**config.mk**
```make
export PLATFORM = sky130hd
export DESIGN_NAME = prs_ctrl
export DESIGN_NICKNAME = d
export VERILOG_FILES = /design/src/rtl/prs_pkg.sv /design/src/rtl/prs_ctrl.sv
export SDC_FILE = /design/constraint.sdc
export NUM_CORES = 1
export LEC_CHECK = 0
export BUFFER_PORTS_ARGS = -buffer_cell sky130_fd_sc_hd__buf_4
export CORE_AREA = 2 2 39 41
export DETAILED_ROUTE_END_ITERATION = 7
export DIE_AREA = 0 0 41 43
export PLACE_DENSITY = 0.56
export SYNTH_ARGS = -nofsm -noshare
export SYNTH_HDL_FRONTEND = slang
export SYNTH_SLANG_ARGS = --single-unit
```
**constraint.sdc**
```tcl
create_clock -name clk -period 1.8 [get_ports clk]
set_clock_uncertainty 0.05 [all_clocks]
set_input_delay 0.27 -clock clk [delete_from_list [all_inputs] [get_ports clk]]
set_output_delay 0.27 -clock clk [all_outputs]
set_load 0.1 [all_outputs]
```
**src/rtl/prs_pkg.sv**
```systemverilog
// prs_pkg: shared types and constants for the prime range statistics block
// payload structs, controller state encoding and the command/status bundles
// no dependencies; compiled first

package prs_pkg;

	// default sieve limit
	localparam int MAX_VALUE_DEF = 65535;

	// fixed field widths
	localparam int VAL_W   = 16;
	localparam int KEPT_W  = 2;
	localparam int COUNT_W = 17;

	// primes_kept saturates at three
	localparam logic [KEPT_W-1:0] KEPT_MAX = 2'd3;

	typedef struct packed {
		logic [VAL_W-1:0] range_start;
		logic [VAL_W-1:0] range_end;
	} req_t;

	typedef struct packed {
		logic [VAL_W-1:0]   largest_prime;
		logic [VAL_W-1:0]   second_largest_prime;
		logic [VAL_W-1:0]   third_largest_prime;
		logic [KEPT_W-1:0]  primes_kept;
		logic [COUNT_W-1:0] prime_count;
	} rsp_t;

	typedef enum logic [2:0] {
		ST_IDLE,
		ST_CHECK,
		ST_INIT,
		ST_OUTER,
		ST_TEST,
		ST_MARK,
		ST_SCAN,
		ST_DONE
	} state_t;

	// controller to datapath
	typedef struct packed {
		logic load;
		logic init_step;
		logic p_start;
		logic p_read;
		logic p_next;
		logic m_start;
		logic m_step;
		logic scan_start;
		logic scan_step;
	} cmd_t;

	// datapath to controller
	typedef struct packed {
		logic empty;
		logic init_last;
		logic sq_gt_hi;
		logic bit_set;
		logic m_gt_hi;
		logic scan_done;
	} status_t;

endpackage

```
**src/rtl/prs_ctrl.sv**
```systemverilog
// prs_ctrl: sequencing state machine of the prime range statistics block
// depends on prs_pkg for state_t, cmd_t and status_t

module prs_ctrl (
	input  logic              clk,
	input  logic              arst_n,
	input  logic              in_valid,
	output logic              in_ready,
	output logic              out_valid,
	input  logic              out_ready,
	input  prs_pkg::status_t  status,
	output prs_pkg::cmd_t     cmd
);

	prs_pkg::state_t state_q;
	prs_pkg::state_t state_nxt;

	always_ff @(posedge clk or negedge arst_n) begin
		if (!arst_n) begin
			state_q <= prs_pkg::ST_IDLE;
		end else begin
			state_q <= state_nxt;
		end
	end

	always_comb begin
		state_nxt = state_q;
		cmd       = '0;
		in_ready  = 1'b0;
		out_valid = 1'b0;
		case (state_q)
			prs_pkg::ST_IDLE: begin
				in_ready = 1'b1;
				if (in_valid) begin
					cmd.load  = 1'b1;
					state_nxt = prs_pkg::ST_CHECK;
				end
			end
			prs_pkg::ST_CHECK: begin
				if (status.empty) begin
					state_nxt = prs_pkg::ST_DONE;
				end else begin
					state_nxt = prs_pkg::ST_INIT;
				end
			end
			prs_pkg::ST_INIT: begin
				cmd.init_step = 1'b1;
				if (status.init_last) begin
					cmd.p_start = 1'b1;
					state_nxt   = prs_pkg::ST_OUTER;
				end
			end
			prs_pkg::ST_OUTER: begin
				if (status.sq_gt_hi) begin
					cmd.scan_start = 1'b1;
					state_nxt      = prs_pkg::ST_SCAN;
				end else begin
					cmd.p_read = 1'b1;
					state_nxt  = prs_pkg::ST_TEST;
				end
			end
			prs_pkg::ST_TEST: begin
				if (status.bit_set) begin
					cmd.m_start = 1'b1;
					state_nxt   = prs_pkg::ST_MARK;
				end else begin
					cmd.p_next = 1'b1;
					state_nxt  = prs_pkg::ST_OUTER;
				end
			end
			prs_pkg::ST_MARK: begin
				if (status.m_gt_hi) begin
					cmd.p_next = 1'b1;
					state_nxt  = prs_pkg::ST_OUTER;
				end else begin
					cmd.m_step = 1'b1;
				end
			end
			prs_pkg::ST_SCAN: begin
				cmd.scan_step = 1'b1;
				if (status.scan_done) begin
					state_nxt = prs_pkg::ST_DONE;
				end
			end
			prs_pkg::ST_DONE: begin
				out_valid = 1'b1;
				if (out_ready) begin
					state_nxt = prs_pkg::ST_IDLE;
				end
			end
			default: begin
				state_nxt = prs_pkg::ST_IDLE;
			end
		endcase
	end

endmodule

```
==> flow_summary_export.csv <==
group,metric,value,unit
critical_path,worstSetupPathType,"reg2out",
sta,period_needed,1730,ps
sta,hold_viol_final,0,
final_layout,regArea,77.6,sq um
clocking,clockRootBuffer,"clkbuf_4",
logic_synthesis,synth.area.top_cells,"dfrtp_1, mux2_1, nor3_1, and3_1, a21oi_1",
critical_path,r2r_slack,170,ps
logic_synthesis,syn_nets,55,
detailed_routing,drt_iter0_drc,2,
sta,clock.fmax,0.579,GHz
die,start_util,0.255,
logic_synthesis,synth_area,353,sq um
sta,fin_setup_tns,0,ps
critical_path,cp.arrival,1410,ps
clocking,cts.reportedPaths.clkPinSlew,40,ps
logic_synthesis,synth_seq_cells,3,
critical_path,cp_max_fo,8,
global_route,antenna_found_initial,0,
placement,dp_cells,81,
final_layout,n_fill_cell,144,
final_layout,final_common_cell,"buf_4",
final_layout,layout.nets,81,
die,fp.dieW,41,microns
clocking,insertion_delay,240,ps
critical_path,cp-start-kind,"flip-flop",
final_layout,insertedDiodeCount,0,
detailed_routing,drt-total-wl,1.00,mm
placement,place_hpwl,768,microns
logic_synthesis,yosys_warnings,0,
final_layout,largest_reg_flops,3,
sta,finalSetupViolations,0,
sta,drv_slew,0,
die,die_y,43,microns
flow_run,maxCapViolations,0,
logic_synthesis,syn_inst,45,
logic_synthesis,avgSynthCellArea,7.84,sq um
clocking,cts_max_level,1,
sta,grt_setup_unrepaired,"true",
critical_path,worstPathRequired,1480,ps
detailed_routing,vias,424,
final_layout,fin_cells,86,
global_route,overflow,0,
final_layout,multi_input_area,303,sq um
logic_synthesis,yosysTopAreaCell,"dfrtp_1",
detailed_routing,vias_per_cell,4.93,
die,core,1380,sq um
die,die_area,1760,sq um
critical_path,rr_worst_depth,4,
detailed_routing,drc_errors,0,
run_status,status,"finished, final reports clean",
critical_path,end_kind,"primary output",
global_route,grt_pass1_vias,398,
global_route,gr-usage-all-layers,0.138,
final_layout,largest_registers,"state_q (3)",
logic_synthesis,synth_seq_area_share,0.213,
sta,slew_headroom,0.816,
clocking,numCtsBuffers,3,
die,io_pins,21,
worst_hold_path,hold_class,"in2async",
final_layout,drive_gt1_frac,0.629,
final_layout,area_growth,90.1,%
sta,period_share,0.960,
detailed_routing,first_pass_iters,3,
detailed_routing,ant_nets,0,
clocking,cts_buffer_depth,2,
die,num_rows,14,
clocking,cts_tree,"done",
final_layout,design_area,671,sq um
sta,setup_slack,72.5,ps
logic_synthesis,synth_cell_types,29,
sta,tightest_slew,279,ps
placement,place_ws,156,ps
global_route,grt_pass1_wl,1.59,mm
clocking,cts.sinks,3,
detailed_routing,wl_per_cell,11.7,microns
final_layout,largest_register,"state_q",
placement,placed_cell_area,591,sq um
global_route,grt_max_degree,16,
placement,portBuffers,20,
logic_synthesis,synth_top_area_frac,0.213,
final_layout,final_cell_mix,"buf_4, and3_2, a21oi_1, clkbuf_4, buf_6",
placement,place.gp.congestion,0.756,
## critical path, stage by stage, from the launching register on
cell and delay (ps):
dfrtp_2 450, buf_4 190, nor4b_4 270, buf_6 260
## repair_timing
item | CTS | global route
resized for setup | 5 | 8
hold endpoints to repair | 3 | 0
buffers inserted | 0 | 0
cloned | 0 | 0
endpoints found under the setup margin | 5 | 9
hold buffers | 1 | 0
## through the flow
| step | util | hold slack, ps |
|---|---|---|
| after floorplan | - | -75.6 |
| after global placement | 0.427 | 10.3 |
| after detailed placement | 0.427 | 10.9 |
| after CTS | 0.467 | 299 |
| after global routing | 0.485 | 305 |
| final | 0.485 | 306 |
## Yosys cell counts, drive strengths merged
cell type / n
a2bb2oi: 1
or2b: 1
nor3b: 2
nor3: 4
buf: 2
nand2: 1
or4: 1
clkbuf: 2
dfrtp: 3
nor2b: 1
dlygate4sd1: 1
and3: 3
nand2b: 1
o21ai: 2
o22ai: 1
nor2: 3
and2: 2
inv: 2
mux2i: 1
a21oi: 3
o31ai: 1
a31oi: 2
o21bai: 1
o211ai: 1
mux2: 2
nor4b: 1
## routing by layer
metal  part of all wire  GRT usage  up-vias
met2               0.53      0.209       17
met3              0.053    0.00524        5
li1                   -          -      213
met5                  0          0        -
met4              0.041      0.153        0
met1               0.38      0.149      189
## final timing paths
| check | startpoint | endpoint |
|---|---|---|
| worst max-delay path | state_q[1]$_DFFE_PN0P_ | cmd[2] |
| worst min-delay path | arst_n | state_q[0]$_DFFE_PN0P_ |
| worst max register to register | state_q[0]$_DFFE_PN0P_ | state_q[1]$_DFFE_PN0P_ |
| worst min register to register | state_q[0]$_DFFE_PN0P_ | state_q[0]$_DFFE_PN0P_ |
| max in group asynchronous | arst_n | state_q[1]$_DFFE_PN0P_ |
| min in group clk | out_ready | state_q[0]$_DFFE_PN0P_ |
## final cells by class
type,count,share of cell area
multi-input cells,35,0.451
clock buffers,4,0.0392
flip-flops and latches,3,0.116
repair buffers,26,0.353
well taps,16,0.0299
inverters,2,0.0112
## cell families after synthesis
logic type,after synthesis,share of synthesized area
multiplexers,3,0.0922
AO/OA/AOI/OAI,12,0.223
buffers and inverters,7,0.113
flip-flops,3,0.213
AND/OR/NAND/NOR,20,0.358
Power is left out: the tool's default activity adds up to more than one toggle a clock period on the data nets, which glitch-free logic cannot reach.
